$ cat config.mk
export PLATFORM = sky130hd
export DESIGN_NAME = quarter_ellipse_point_generator
export DESIGN_NICKNAME = d
export VERILOG_FILES = /design/src/rtl/qepg_pkg.sv /design/src/rtl/quarter_ellipse_point_generator.sv /design/src/rtl/qepg_ctrl.sv /design/src/rtl/qepg_dp.sv
export VERILOG_INCLUDE_DIRS = /design/src /design/src/rtl
export SDC_FILE = /design/constraint.sdc
export NUM_CORES = 2
export LEC_CHECK = 0
export BUFFER_PORTS_ARGS = -buffer_cell sky130_fd_sc_hd__buf_2
export CORE_ASPECT_RATIO = 0.6
export CORE_MARGIN = 1.5
export CORE_UTILIZATION = 45
export CTS_CLUSTER_SIZE = 10
export DETAILED_ROUTE_END_ITERATION = 16
export GPL_ROUTABILITY_DRIVEN = 0
export MAX_ROUTING_LAYER = met4
export PLACE_DENSITY = 0.7
export SETUP_SLACK_MARGIN = 0.5
export SYNTH_ARGS = -nofsm -noshare
export SYNTH_HDL_FRONTEND = slang
export SYNTH_SLANG_ARGS = --single-unit
$ cat constraint.sdc
create_clock -name clk -period 30.3 [get_ports clk]
set_clock_uncertainty 0.05 [all_clocks]
set_input_delay 7.575 -clock clk [delete_from_list [all_inputs] [get_ports clk]]
set_output_delay 7.575 -clock clk [all_outputs]
set_load 0.1 [all_outputs]
$ cat src/rtl/assert_macros.svh
// Assertion macros for the quarter ellipse point generator.
// No dependencies; the including module must have clk and arst_n in scope.
`ifndef ASSERT_MACROS_SVH
`define ASSERT_MACROS_SVH
`ifndef SYNTHESIS
`define QEPG_ASSERT(label, prop) \
	label: assert property (@(posedge clk) disable iff (!arst_n) prop) \
		else $error("qepg assertion failed");
`define QEPG_ASSERT_IMPL(label, ante, cons) \
	label: assert property (@(posedge clk) disable iff (!arst_n) (ante) |-> (cons)) \
		else $error("qepg assertion failed");
`define QEPG_ASSERT_NEXT(label, ante, cons) \
	label: assert property (@(posedge clk) disable iff (!arst_n) (ante) |=> (cons)) \
		else $error("qepg assertion failed");
`else
`define QEPG_ASSERT(label, prop)
`define QEPG_ASSERT_IMPL(label, ante, cons)
`define QEPG_ASSERT_NEXT(label, ante, cons)
`endif
`endif

$ cat src/rtl/qepg_pkg.sv
// Shared types and constants of the quarter ellipse point generator.
// No dependencies.
package qepg_pkg;

	// field and internal widths
	localparam int AXIS_W  = 15;
	localparam int COORD_W = 16;
	localparam int SQ_W    = 32;
	localparam int ABSQ_W  = 30;
	localparam int MUL_W   = 32;
	localparam int R_W     = 60;
	localparam int PROD_W  = 62;
	localparam int ERR_W   = 63;

	// largest accepted semi-axis
	localparam logic [COORD_W-1:0] AXIS_MAX = 16'h7FFF;

	// opcodes
	localparam logic OP_START   = 1'b0;
	localparam logic OP_ADVANCE = 1'b1;

	// result status codes
	localparam logic [1:0] STAT_POINT  = 2'd0;
	localparam logic [1:0] STAT_REJECT = 2'd1;
	localparam logic [1:0] STAT_NOARC  = 2'd2;

	typedef enum logic [1:0] {
		PH_IDLE = 2'd0,
		PH_WALK = 2'd1,
		PH_BURN = 2'd2
	} phase_t;

	typedef enum logic [3:0] {
		MUL_NONE = 4'd0,
		MUL_AA   = 4'd1,
		MUL_BB   = 4'd2,
		MUL_XX   = 4'd3,
		MUL_R    = 4'd4,
		MUL_BX   = 4'd5,
		MUL_AY   = 4'd6,
		MUL_BN   = 4'd7,
		MUL_AN   = 4'd8
	} mul_sel_t;

	typedef enum logic [1:0] {
		ERR_NONE = 2'd0,
		ERR_X    = 2'd1,
		ERR_Y    = 2'd2,
		ERR_B    = 2'd3
	} err_sel_t;

	typedef enum logic [1:0] {
		EM_NONE   = 2'd0,
		EM_POINT  = 2'd1,
		EM_REJECT = 2'd2,
		EM_NOARC  = 2'd3
	} emit_t;

	typedef enum logic [3:0] {
		CS_IDLE       = 4'd0,
		CS_SQ_A       = 4'd1,
		CS_SQ_B       = 4'd2,
		CS_SQ_X       = 4'd3,
		CS_MUL_R      = 4'd4,
		CS_MUL_BX     = 4'd5,
		CS_MUL_AY     = 4'd6,
		CS_MUL_AN     = 4'd7,
		CS_ERR_Y      = 4'd8,
		CS_ERR_B      = 4'd9,
		CS_DECIDE     = 4'd10,
		CS_EMIT_PT    = 4'd11,
		CS_EMIT_REJ   = 4'd12,
		CS_EMIT_NOARC = 4'd13
	} ctrl_state_t;

	// controller to datapath
	typedef struct packed {
		logic     load_axes;
		logic     burn;
		mul_sel_t mul;
		err_sel_t err;
		logic     decide;
		emit_t    emit;
	} dp_cmd_t;

	// datapath to controller
	typedef struct packed {
		phase_t phase;
		logic   too_large;
		logic   slot_free;
	} dp_stat_t;

endpackage

$ cat src/rtl/quarter_ellipse_point_generator.sv
// Quarter ellipse point generator: qepg_ctrl sequences qepg_dp; uses qepg_pkg.
// Items are handled one at a time: a new start or advance is accepted only after the
// previous result (point, reject or no arc) has been written to the output register.
// Work runs on the one shared 32x32 multiplier (six products on start, two per walk point)
// and the one shared error unit (three errors per walk point). Output register decouples.
// arst_n clears the sequencer, walk phase and output valid; no arc is active after reset.
`include "assert_macros.svh"

module quarter_ellipse_point_generator (
	input  logic               clk,
	input  logic               arst_n,
	input  logic               cmd_valid,
	output logic               cmd_ready,
	input  logic               opcode,
	input  logic [15:0]        semi_axis_a,
	input  logic [15:0]        semi_axis_b,
	output logic               pt_valid,
	input  logic               pt_ready,
	output logic signed [15:0] point_x,
	output logic [14:0]        point_y,
	output logic               point_last,
	output logic [1:0]         status
);
	import qepg_pkg::*;

	dp_cmd_t  dp_cmd;
	dp_stat_t dp_stat;
	logic     coords_zero;

	// sequencer
	qepg_ctrl u_ctrl (
		.clk       (clk),
		.arst_n    (arst_n),
		.cmd_valid (cmd_valid),
		.opcode    (opcode),
		.cmd_ready (cmd_ready),
		.stat      (dp_stat),
		.cmd       (dp_cmd)
	);

	// arithmetic and output register
	qepg_dp u_dp (
		.clk         (clk),
		.arst_n      (arst_n),
		.semi_axis_a (semi_axis_a),
		.semi_axis_b (semi_axis_b),
		.cmd         (dp_cmd),
		.stat        (dp_stat),
		.pt_valid    (pt_valid),
		.pt_ready    (pt_ready),
		.point_x     (point_x),
		.point_y     (point_y),
		.point_last  (point_last),
		.status      (status)
	);

	assign coords_zero = (point_x == '0) && (point_y == '0) && !point_last;

	// an accepted item drops cmd_ready, so no two items are taken back to back
	`QEPG_ASSERT_NEXT(a_accept_busy, cmd_valid && cmd_ready, !cmd_ready)
	// status results carry no coordinates
	`QEPG_ASSERT_IMPL(a_status_zero, pt_valid && status != STAT_POINT, coords_zero)
	// a last point leaves no active arc behind it
	`QEPG_ASSERT_IMPL(a_last_idle, pt_valid && point_last, dp_stat.phase == PH_IDLE)

endmodule

$ cat src/rtl/qepg_ctrl.sv
// Sequencer of the quarter ellipse point generator.
// Depends on qepg_pkg; drives the command struct of qepg_dp.
module qepg_ctrl (
	input  logic               clk,
	input  logic               arst_n,
	input  logic               cmd_valid,
	input  logic               opcode,
	output logic               cmd_ready,
	input  qepg_pkg::dp_stat_t stat,
	output qepg_pkg::dp_cmd_t  cmd
);
	import qepg_pkg::*;

	ctrl_state_t state_q, state_d;
	logic        accept;

	assign cmd_ready = (state_q == CS_IDLE);
	assign accept    = cmd_valid && cmd_ready;

	// state register
	always_ff @(posedge clk or negedge arst_n) begin
		if (!arst_n) begin
			state_q <= CS_IDLE;
		end else begin
			state_q <= state_d;
		end
	end

	// next state
	always_comb begin
		state_d = state_q;
		unique case (state_q)
			CS_IDLE: begin
				if (accept) begin
					if (opcode == OP_START) begin
						state_d = stat.too_large ? CS_EMIT_REJ : CS_SQ_A;
					end else begin
						unique case (stat.phase)
							PH_WALK: state_d = CS_MUL_AN;
							PH_BURN: state_d = CS_EMIT_PT;
							default: state_d = CS_EMIT_NOARC;
						endcase
					end
				end
			end
			CS_SQ_A:   state_d = CS_SQ_B;
			CS_SQ_B:   state_d = CS_SQ_X;
			CS_SQ_X:   state_d = CS_MUL_R;
			CS_MUL_R:  state_d = CS_MUL_BX;
			CS_MUL_BX: state_d = CS_MUL_AY;
			CS_MUL_AY: state_d = CS_EMIT_PT;
			CS_MUL_AN: state_d = CS_ERR_Y;
			CS_ERR_Y:  state_d = CS_ERR_B;
			CS_ERR_B:  state_d = CS_DECIDE;
			CS_DECIDE: state_d = CS_EMIT_PT;
			CS_EMIT_PT, CS_EMIT_REJ, CS_EMIT_NOARC: begin
				if (stat.slot_free) begin
					state_d = CS_IDLE;
				end
			end
			default: state_d = CS_IDLE;
		endcase
	end

	// datapath commands
	always_comb begin
		cmd = '0;
		unique case (state_q)
			CS_IDLE: begin
				if (accept) begin
					if (opcode == OP_START) begin
						cmd.load_axes = !stat.too_large;
					end else if (stat.phase == PH_WALK) begin
						cmd.mul = MUL_BN;
					end else if (stat.phase == PH_BURN) begin
						cmd.burn = 1'b1;
					end
				end
			end
			CS_SQ_A:   cmd.mul = MUL_AA;
			CS_SQ_B:   cmd.mul = MUL_BB;
			CS_SQ_X:   cmd.mul = MUL_XX;
			CS_MUL_R:  cmd.mul = MUL_R;
			CS_MUL_BX: cmd.mul = MUL_BX;
			CS_MUL_AY: cmd.mul = MUL_AY;
			CS_MUL_AN: begin
				cmd.mul = MUL_AN;
				cmd.err = ERR_X;
			end
			CS_ERR_Y:  cmd.err = ERR_Y;
			CS_ERR_B:  cmd.err = ERR_B;
			CS_DECIDE: cmd.decide = 1'b1;
			CS_EMIT_PT: begin
				if (stat.slot_free) begin
					cmd.emit = EM_POINT;
				end
			end
			CS_EMIT_REJ: begin
				if (stat.slot_free) begin
					cmd.emit = EM_REJECT;
				end
			end
			CS_EMIT_NOARC: begin
				if (stat.slot_free) begin
					cmd.emit = EM_NOARC;
				end
			end
			default: cmd = '0;
		endcase
	end

endmodule

$ cat src/rtl/qepg_dp.sv
// Datapath of the quarter ellipse point generator: arc state, shared
// multiplier, shared error unit and output register. Depends on qepg_pkg.
module qepg_dp (
	input  logic                                 clk,
	input  logic                                 arst_n,
	input  logic [qepg_pkg::COORD_W-1:0]         semi_axis_a,
	input  logic [qepg_pkg::COORD_W-1:0]         semi_axis_b,
	input  qepg_pkg::dp_cmd_t                    cmd,
	output qepg_pkg::dp_stat_t                   stat,
	output logic                                 pt_valid,
	input  logic                                 pt_ready,
	output logic signed [qepg_pkg::COORD_W-1:0]  point_x,
	output logic [qepg_pkg::AXIS_W-1:0]          point_y,
	output logic                                 point_last,
	output logic [1:0]                           status
);
	import qepg_pkg::*;

	// arc state
	logic [AXIS_W-1:0]  a_q;
	logic [AXIS_W-1:0]  b_q;       // also the y limit of the walk
	logic [COORD_W-1:0] cur_x_q;
	logic [AXIS_W-1:0]  cur_y_q;
	logic [ABSQ_W-1:0]  a_sq_q, b_sq_q;
	logic [SQ_W-1:0]    x_sq_q, y_sq_q;
	logic [SQ_W-1:0]    nx2_q, ny2_q;
	logic [R_W-1:0]     r_q;
	logic [PROD_W-1:0]  p_bx_q, p_ay_q, p_bn_q, p_an_q;
	logic [ERR_W-1:0]   e_x_q, e_y_q, e_b_q;
	phase_t             phase_q;

	// output register
	logic                      pt_valid_q;
	logic [COORD_W-1:0]        point_x_q;
	logic [AXIS_W-1:0]         point_y_q;
	logic                      point_last_q;
	logic [1:0]                status_q;

	logic [MUL_W-1:0]   x_ext;
	logic [MUL_W-1:0]   mul_a, mul_b;
	logic [2*MUL_W-1:0] prod;
	logic [PROD_W-1:0]  err_p0, err_p1;
	logic [ERR_W-1:0]   err_sum, err_r, err_val;
	logic [SQ_W-1:0]    nx2_d, ny2_d;
	logic               move_x, move_y;
	logic               y_more, x_more;
	phase_t             fol_phase;
	logic               too_large;

	assign x_ext     = {{(MUL_W-COORD_W){cur_x_q[COORD_W-1]}}, cur_x_q};
	assign too_large = (semi_axis_a > AXIS_MAX) || (semi_axis_b > AXIS_MAX);

	// shared 32x32 multiplier operand select
	always_comb begin
		mul_a = '0;
		mul_b = '0;
		unique case (cmd.mul)
			MUL_AA: begin
				mul_a = {{(MUL_W-AXIS_W){1'b0}}, a_q};
				mul_b = {{(MUL_W-AXIS_W){1'b0}}, a_q};
			end
			MUL_BB: begin
				mul_a = {{(MUL_W-AXIS_W){1'b0}}, b_q};
				mul_b = {{(MUL_W-AXIS_W){1'b0}}, b_q};
			end
			MUL_XX: begin
				mul_a = x_ext;
				mul_b = x_ext;
			end
			MUL_R: begin
				mul_a = {{(MUL_W-ABSQ_W){1'b0}}, a_sq_q};
				mul_b = {{(MUL_W-ABSQ_W){1'b0}}, b_sq_q};
			end
			MUL_BX: begin
				mul_a = {{(MUL_W-ABSQ_W){1'b0}}, b_sq_q};
				mul_b = x_sq_q;
			end
			MUL_AY: begin
				mul_a = {{(MUL_W-ABSQ_W){1'b0}}, a_sq_q};
				mul_b = y_sq_q;
			end
			MUL_BN: begin
				mul_a = {{(MUL_W-ABSQ_W){1'b0}}, b_sq_q};
				mul_b = nx2_q;
			end
			MUL_AN: begin
				mul_a = {{(MUL_W-ABSQ_W){1'b0}}, a_sq_q};
				mul_b = ny2_q;
			end
			default: begin
				mul_a = '0;
				mul_b = '0;
			end
		endcase
	end

	assign prod = {{MUL_W{1'b0}}, mul_a} * {{MUL_W{1'b0}}, mul_b};

	// shared error unit: |p0 + p1 - A^2*B^2|
	always_comb begin
		err_p0 = '0;
		err_p1 = '0;
		unique case (cmd.err)
			ERR_X: begin
				err_p0 = p_bn_q;
				err_p1 = p_ay_q;
			end
			ERR_Y: begin
				err_p0 = p_bx_q;
				err_p1 = p_an_q;
			end
			ERR_B: begin
				err_p0 = p_bn_q;
				err_p1 = p_an_q;
			end
			default: begin
				err_p0 = '0;
				err_p1 = '0;
			end
		endcase
	end

	assign err_sum = {1'b0, err_p0} + {1'b0, err_p1};
	assign err_r   = {{(ERR_W-R_W){1'b0}}, r_q};
	assign err_val = (err_sum >= err_r) ? (err_sum - err_r) : (err_r - err_sum);

	// move choice: x first, then y, then both
	always_comb begin
		priority if ((e_x_q <= e_y_q) && (e_x_q <= e_b_q)) begin
			move_x = 1'b1;
			move_y = 1'b0;
		end else if (e_y_q <= e_b_q) begin
			move_x = 1'b0;
			move_y = 1'b1;
		end else begin
			move_x = 1'b1;
			move_y = 1'b1;
		end
	end

	// squares after one step, prepared when a point goes out
	assign nx2_d = x_sq_q - {x_ext[MUL_W-3:0], 2'b00} + 32'd4;
	assign ny2_d = y_sq_q + {{(SQ_W-AXIS_W-2){1'b0}}, cur_y_q, 2'b00} + 32'd4;

	// phase after the point now held
	assign y_more = ({1'b0, cur_y_q} + 16'd1) < {1'b0, b_q};
	assign x_more = $signed(cur_x_q) > 16'sd1;
	always_comb begin
		priority if (y_more) begin
			fol_phase = PH_WALK;
		end else if (x_more) begin
			fol_phase = PH_BURN;
		end else begin
			fol_phase = PH_IDLE;
		end
	end

	// arc payload registers
	always_ff @(posedge clk) begin
		if (cmd.load_axes) begin
			a_q     <= semi_axis_a[AXIS_W-1:0];
			b_q     <= semi_axis_b[AXIS_W-1:0];
			cur_x_q <= semi_axis_a - 16'd1;
			cur_y_q <= {{(AXIS_W-1){1'b0}}, ~semi_axis_b[0]};
			y_sq_q  <= {{(SQ_W-1){1'b0}}, ~semi_axis_b[0]};
		end
		unique case (cmd.mul)
			MUL_AA:  a_sq_q <= prod[ABSQ_W-1:0];
			MUL_BB:  b_sq_q <= prod[ABSQ_W-1:0];
			MUL_XX:  x_sq_q <= prod[SQ_W-1:0];
			MUL_R:   r_q    <= prod[R_W-1:0];
			MUL_BX:  p_bx_q <= prod[PROD_W-1:0];
			MUL_AY:  p_ay_q <= prod[PROD_W-1:0];
			MUL_BN:  p_bn_q <= prod[PROD_W-1:0];
			MUL_AN:  p_an_q <= prod[PROD_W-1:0];
			default: ;
		endcase
		unique case (cmd.err)
			ERR_X:   e_x_q <= err_val;
			ERR_Y:   e_y_q <= err_val;
			ERR_B:   e_b_q <= err_val;
			default: ;
		endcase
		if (cmd.burn) begin
			cur_x_q <= cur_x_q - 16'd2;
			x_sq_q  <= nx2_q;
		end
		if (cmd.decide) begin
			if (move_x) begin
				cur_x_q <= cur_x_q - 16'd2;
				x_sq_q  <= nx2_q;
				p_bx_q  <= p_bn_q;
			end
			if (move_y) begin
				cur_y_q <= cur_y_q + 15'd2;
				y_sq_q  <= ny2_q;
				p_ay_q  <= p_an_q;
			end
		end
		if (cmd.emit == EM_POINT) begin
			nx2_q <= nx2_d;
			ny2_q <= ny2_d;
		end
	end

	// output payload
	always_ff @(posedge clk) begin
		unique case (cmd.emit)
			EM_POINT: begin
				point_x_q    <= cur_x_q;
				point_y_q    <= cur_y_q;
				point_last_q <= (fol_phase == PH_IDLE);
				status_q     <= STAT_POINT;
			end
			EM_REJECT: begin
				point_x_q    <= '0;
				point_y_q    <= '0;
				point_last_q <= 1'b0;
				status_q     <= STAT_REJECT;
			end
			EM_NOARC: begin
				point_x_q    <= '0;
				point_y_q    <= '0;
				point_last_q <= 1'b0;
				status_q     <= STAT_NOARC;
			end
			default: ;
		endcase
	end

	// walk phase and output valid
	always_ff @(posedge clk or negedge arst_n) begin
		if (!arst_n) begin
			phase_q    <= PH_IDLE;
			pt_valid_q <= 1'b0;
		end else begin
			if (cmd.emit == EM_POINT) begin
				phase_q <= fol_phase;
			end else if (cmd.emit == EM_REJECT) begin
				phase_q <= PH_IDLE;
			end
			if (cmd.emit != EM_NONE) begin
				pt_valid_q <= 1'b1;
			end else if (pt_ready) begin
				pt_valid_q <= 1'b0;
			end
		end
	end

	assign stat.phase     = phase_q;
	assign stat.too_large = too_large;
	assign stat.slot_free = !pt_valid_q || pt_ready;

	assign pt_valid   = pt_valid_q;
	assign point_x    = point_x_q;
	assign point_y    = point_y_q;
	assign point_last = point_last_q;
	assign status     = status_q;

endmodule

Word-level counts from Yosys, hierarchy flattened

Index checks and enable logic that the tools add are counted.

Logic and storage cells: 155
Input port bits: 37
Register bits: 787
Output and inout port bits: 36

Bitwise operators: 1
Add/sub/neg operators: 11
Equal/unequal tests: 31
$mul: 1
Reduce and logical (&&, ||, !) cells: 21
Multiplexer cells: 57
Magnitude comparators: 8

Operators with widths:

| operator                | count |
|---|---|
| $mux W62                | 6 |
| $pmux W32 S8            | 1 |
| $pmux W62 S2            | 2 |
| $mux W32                | 7 |
| $le A63 B63 Y1          | 3 |
| $pmux W32 S5            | 1 |
| $add A32 B3 Y32 const B | 2 |
| $mux W16                | 4 |
| $add A62 B62 Y63        | 1 |
| $ge A63 B60 Y1          | 1 |
| $mux W63                | 1 |
| $sub A60 B63 Y63        | 1 |
| $sub A63 B60 Y63        | 1 |
| $mul A32 B32 Y62        | 1 |
| $mux W15                | 3 |
| $pmux W4 S11            | 1 |
| $add A32 B17 Y32        | 1 |
| $eq A4 B3 Y1 const B    | 8 |
| $gt A16 B15 Y1 const B  | 2 |
| $pmux W16 S2            | 1 |
| $pmux W4 S8             | 1 |
| $sub A32 B32 Y32        | 1 |
| $pmux W15 S2            | 1 |
| $eq A4 B4 Y1 const B    | 7 |
| other kinds (31)        | 72 |

Longest topological paths before layout

Depth in word-level cells: 14
Mapped depth: 41

By module

A second synthesis with hierarchy kept.

Cells, all modules: 8718
Area total of the unflattened synthesis: 80437.1 µm²

Modules (own cells, without submodules):

| module    | area an instance (µm²) | times used | cells each |
|---|---|---|---|
| qepg_dp   | 79975.5                | 1          | 8651 |
| qepg_ctrl | 461.7                  | 1          | 67 |

Worst setup path after synthesis

OpenSTA, ideal clock, no wires.

Path kind: in2reg
Start point: input cmd_valid
End point: register u_dp.p_ay_q[61]
Library setup time: 0.122 ns
Slack: 12.307 ns
Buffers on the path: 5
Stages on the path: 36
Data arrival time: 17.821 ns
Path through: and4_1 -> clkbuf_1 -> clkbuf_1 -> clkbuf_1 -> nand2_1 -> and4_1 -> clkbuf_1 -> nor2_1 -> fa_1 -> inv_1 -> fa_1 -> fa_1 -> fa_1 -> inv_1 -> fa_1 -> inv_1 -> fa_1 -> inv_1 -> fa_1 -> inv_1 -> fa_1 -> inv_1 -> ha_1 -> buf_2 -> a21o_1 -> a21boi_1 -> o21ai_0 -> or3_1 -> o21ai_1 -> a2111oi_0 -> or3_1 -> a311oi_2 -> nor3b_1 -> o22ai_1 -> xnor2_1 -> a221o_1

Word-level cells in the longest chain between the ends: 10
Elaborated cells between the ends (all ways): 19
Classes of those cells: mul: 1; eq/ne: 8; mux: 7; reduce/logical: 3

RTL lines:

| item                                                                  | line                                  | text |
|---|---|---|
| start, declared                                                       | quarter_ellipse_point_generator.sv:12 | `input logic cmd_valid,` |
| $logic_and A1 B1 Y1 (*)                                               | qepg_ctrl.sv:18                       | `assign accept = cmd_valid && cmd_ready;` |
| $mux W6 (*)                                                           | qepg_ctrl.sv:70                       | `if (accept) begin` |
| $pmux W4 S8 (*)                                                       | qepg_ctrl.sv:68                       | `unique case (state_q)` |
| $eq A4 B3 Y1 or $eq A4 B4 Y1 (tied branches)                          | qepg_dp.sv:57                         | `unique case (cmd.mul)` |
| $reduce_or A3 Y1 (no source line) or $reduce_or A2 Y1 (tied branches) | --                                    |  |
| $pmux W32 S5                                                          | qepg_dp.sv:57                         |  |
| $mul A32 B32 Y62 (*)                                                  | qepg_dp.sv:97                         | `assign prod = {{MUL_W{1'b0}}, mul_a} * {{MUL_W{1'b0}}, mul_b};` |
| via u_dp.prod[61]                                                     | qepg_dp.sv:41                         | `logic [2*MUL_W-1:0] prod;` |
| $mux W62 (*)                                                          | qepg_dp.sv:167                        | `unique case (cmd.mul)` |
| $mux W62                                                              | qepg_dp.sv:194                        | `if (move_y) begin` |
| $mux W62 (*)                                                          | qepg_dp.sv:188                        | `if (cmd.decide) begin` |
| end signal, assigned                                                  | qepg_dp.sv:173                        | `MUL_AY: p_ay_q <= prod[PROD_W-1:0];` |
| end signal, assigned                                                  | qepg_dp.sv:197                        | `p_ay_q <= p_an_q;` |
| end, declared                                                         | qepg_dp.sv:28                         | `logic [PROD_W-1:0] p_bx_q, p_ay_q, p_bn_q, p_an_q;` |

The timed path passes the listed nets; every way through them passes the cells marked *.
A chain may end at the register's enable or synchronous reset.

Final worst setup path

Start point: input opcode
End point: register u_dp.p_bx_q[59]

Word-level cells in the longest chain between the ends: 10
Elaborated cells between the ends (all ways): 19
Classes of those cells: mul: 1; eq/ne: 8; mux: 8; reduce/logical: 2

RTL lines:

| item                                                                  | line                                  | text |
|---|---|---|
| start, declared                                                       | quarter_ellipse_point_generator.sv:14 | `input logic opcode,` |
| $mux W5 (*)                                                           | qepg_ctrl.sv:71                       | `if (opcode == OP_START) begin` |
| $mux W6 (*)                                                           | qepg_ctrl.sv:70                       |  |
| $pmux W4 S8 (*)                                                       | qepg_ctrl.sv:68                       |  |
| $eq A4 B3 Y1 or $eq A4 B4 Y1 (tied branches)                          | qepg_dp.sv:57                         |  |
| $reduce_or A3 Y1 (no source line) or $reduce_or A2 Y1 (tied branches) | --                                    |  |
| $pmux W32 S5                                                          | qepg_dp.sv:57                         |  |
| $mul A32 B32 Y62 (*)                                                  | qepg_dp.sv:97                         |  |
| via u_dp.prod[59]                                                     | qepg_dp.sv:41                         |  |
| $mux W62 (*)                                                          | qepg_dp.sv:167                        |  |
| $mux W62                                                              | qepg_dp.sv:189                        | `if (move_x) begin` |
| $mux W62 (*)                                                          | qepg_dp.sv:188                        |  |
| end signal, assigned                                                  | qepg_dp.sv:172                        | `MUL_BX: p_bx_q <= prod[PROD_W-1:0];` |
| end signal, assigned                                                  | qepg_dp.sv:192                        | `p_bx_q <= p_bn_q;` |
| end, declared                                                         | qepg_dp.sv:28                         |  |

Marks and branches as above.

==> metrics.json <==
{
  "finish": {
    "design_area_um2": 86230,
    "layoutNonFillerInstCount": 11040,
    "area_delta_synth_final_pct": 6.976,
    "post_route_cells_drive_above_1_share_pct": 5.031,
    "final_net_count": 10240
  },
  "clock_network": {
    "clockBufferDepth": 3,
    "clk_root_buffer_cell": "sky130_fd_sc_hd__clkbuf_16",
    "cts_resized": 0,
    "tritoncts_num_sinks": 787,
    "cts.htree.levels": 3,
    "worst_skew_pair.late_latency_ns": 0.73,
    "cts_tree": "yes",
    "clk_pin_slew_ns": 0.06,
    "post_cts.repair.setup_buffers": 0,
    "tritoncts.num_buffers": 90,
    "cts.hold.buffers_added": 0
  },
  "floorplan": {
    "design.core.area_um2": 178200,
    "dieHeight_um": 330.8,
    "floorplan.rows": 120,
    "die_area_um2": 181800,
    "start_util_pct": 45.23,
    "dieWidth_um": 549.4,
    "design.portCount": 73
  },
  "worst_setup_path": {
    "path_max_fanout": 60,
    "critical-path-top-cell-by-count": "sky130_fd_sc_hd__fa_1",
    "critical-path-max-stage-delay_ns": 1.19,
    "crit_type": "in -> reg",
    "crit_path_end_kind": "flip-flop",
    "critPathArrivalTime_ns": 19.44,
    "cpMaxStageDelayCell": "sky130_fd_sc_hd__a221o_1",
    "worst_ep_required_time_ns": 30.89,
    "cp_launch_type": "primary input"
  },
  "logic_synthesis": {
    "synth.avg_cell_area_um2": 9.258,
    "synthArstFlopShare_pct": 0.8895,
    "syn-instance-count": 8707,
    "synth_sequential_area_ratio_pct": 26.58,
    "synthMostInstantiatedCell": "sky130_fd_sc_hd__inv_1",
    "xor_and_xnor_area_share_after_synthesis_pct": 2.945,
    "synthAdderAreaFrac_pct": 33.72,
    "mappedNetlistArea_um2": 80610,
    "netlist_top_cells_count": "sky130_fd_sc_hd__inv_1 (1390), sky130_fd_sc_hd__nand2_1 (928), sky130_fd_sc_hd__fa_1 (899)",
    "synth.distinct_cells": 112,
    "combinational_family_with_the_most_area_after_synthesis": "adder cells",
    "synthesis.yosys.warnings": 0,
    "synth-compound-area-share_pct": 14.49,
    "synth_fp_nets": 10380,
    "dominantRegCellSynth": "sky130_fd_sc_hd__edfxtp_1",
    "synth_area_leader_cell": "sky130_fd_sc_hd__fa_1",
    "synthSimpleGateAreaFrac_pct": 12.84,
    "synthDominantCellAreaShare_pct": 22.33,
    "synth-seq-cells": 787,
    "leading_post_synthesis_cells_by_cell_area": "sky130_fd_sc_hd__fa_1 (22%), sky130_fd_sc_hd__edfxtp_1 (21%), sky130_fd_sc_hd__ha_1 (11%), sky130_fd_sc_hd__inv_1 (6.5%), sky130_fd_sc_hd__dfxtp_1 (5.4%)",
    "share_of_synthesized_area_spent_on_multiplexers_pct": 0.7497,
    "synth_edf_count": 563
  },
  "timing": {
    "setup_viol": 0,
    "hold_violation_total_from_the_final_report": 0,
    "timing_max_transition_violations_final": 3,
    "finalCritPeriodShare_pct": 62.19,
    "fin_setup_tns_ns": 0,
    "maxSlewHeadroom_pct": -0.05712,
    "max_freq_mhz": 53.07,
    "slew_worst_pin_ns": 1.487,
    "min_period_ns": 18.84,
    "unrepaired_setup_endpoints_after_global_routing": "no"
  },
  "routing": {
    "ant_nets": 0,
    "avgViaCountPerCell": 6.036,
    "detail_route.drc_violations": 0,
    "post_drt_wl_per_cell_um": 24.65,
    "drtPass1Iterations": 10,
    "drt_wirelength_um": 272200,
    "dr_total_vias": 66630,
    "initialDrtViolationCount": 9734
  },
  "outcome": {
    "status": "finished, violations left",
    "violations": "max-capacitance violations, max-slew violations"
  },
  "flow_run": {
    "maxCapViolCount": 2
  },
  "placement": {
    "place_area_um2": 83450,
    "place.port_buffers": 72,
    "detailedPlacementHpwl_um": 213500,
    "place.detailed.instances": 10860
  },
  "global_routing": {
    "grt_pass1_wl_um": 405800,
    "number_of_global_route_vias_before_repair": 64490,
    "grt_max_degree": 83,
    "grt_overflow_total": 0,
    "track_usage_pct": 30.76,
    "grt_antenna_before_repair": 18
  },
  "worst_hold_path": {
    "hold_wc_path_type": "reg -> reg"
  }
}
-- cells by family after synthesis --
group / Yosys count
XOR/XNOR: 271
AO/OA/AOI/OAI: 1769
buffers and inverters: 1816
AND/OR/NAND/NOR: 2374
flip-flops: 787
multiplexers: 57
adder cells (fa/ha/maj): 1633
-- metrics by stage --
step	hold slack (ns)	util (%)	worst slack (ns)
after floorplan	0.3753	-	12.31
after global placement	0.3926	46.82	11.66
after detailed placement	0.4043	46.82	11.39
after CTS	0.4107	48.36	12.14
after global routing	0.4300	48.38	11.58
final	0.3994	48.38	11.46
-- critical path: cells and delay by family --
| kind | cells | cell delay [ns] |
|---|---|---|
| adder cells (fa/ha/maj) | 9 | 4.63 |
| AO/OA/AOI/OAI | 7 | 3.37 |
| AND/OR/NAND/NOR | 8 | 2.06 |
| buffers and inverters | 7 | 1.07 |
| XOR/XNOR | 1 | 0.60 |
-- layer usage --
layer  GRT usage (%)  routed length, um
met4           9.140               8905
met1           43.13             111800
met3           14.81              50360
met5               -                  0
met2           38.11             101100
-- final timing paths --
| kind | start | endpoint | slack, ns | cells past startpoint |
|---|---|---|---|---|
| max in group asynchronous | arst_n | u_ctrl.state_q[0] | 23.40 | 1 |
| setup reg to reg | u_ctrl.state_q[2] | u_dp.e_y_q[50] | 16.34 | 32 |
| setup / recovery | opcode | u_dp.p_bx_q[59] | 11.46 | 32 |
| hold reg to reg | u_dp.p_an_q[13] | u_dp.p_ay_q[13] | 0.40 | 2 |
| min in group asynchronous | arst_n | u_dp.phase_q[0] | 6.65 | 1 |
| hold / removal | u_dp.p_an_q[13] | u_dp.p_ay_q[13] | 0.40 | 2 |
-- registers in the layout, summed over array words and instances, names as in the netlist, 16 cells and up --
name	count
u_dp.p_ay_q	62
u_dp.nx2_q	32
u_dp.p_an_q	62
u_dp.p_bn_q	62
u_dp.r_q	60
u_dp.cur_x_q	16
u_dp.x_sq_q	32
u_dp.b_sq_q	30
u_dp.e_y_q	63
u_dp.p_bx_q	62
u_dp.e_x_q	63
u_dp.y_sq_q	32
u_dp.ny2_q	32
u_dp.e_b_q	63
u_dp.a_sq_q	30
u_dp.point_x	16
-- cell usage in the layout, fill, tap and decap left out, types with 72 or more instances in the layout --
cell type	n
sky130_fd_sc_hd__nand4_1	119
sky130_fd_sc_hd__buf_4	121
sky130_fd_sc_hd__buf_2	72
sky130_fd_sc_hd__edfxtp_1	563
sky130_fd_sc_hd__a21o_1	209
sky130_fd_sc_hd__o21ai_0	327
sky130_fd_sc_hd__nand3_1	74
sky130_fd_sc_hd__xnor2_1	169
sky130_fd_sc_hd__fa_1	899
sky130_fd_sc_hd__clkbuf_16	92
sky130_fd_sc_hd__nor2_1	851
sky130_fd_sc_hd__xor2_1	102
sky130_fd_sc_hd__dfxtp_1	217
sky130_fd_sc_hd__ha_1	733
sky130_fd_sc_hd__nand2_1	928
sky130_fd_sc_hd__inv_1	1388
sky130_fd_sc_hd__nor3_1	82
sky130_fd_sc_hd__a22o_1	128
sky130_fd_sc_hd__a21oi_1	548
-- layout make-up --
class                   count  area, um^2
repair buffers            194        1289
fillers                 16160       91990
clock inverters            10       168.9
inverters                1392        5225
multi-input cells        6104       52530
diodes                     14       35.03
well taps                2379        2977
clock buffers             160        2577
flip-flops and latches    787       21430
Power is not shown: default switching activity piles up to over one toggle a cycle in this logic, so the estimate is an artifact.
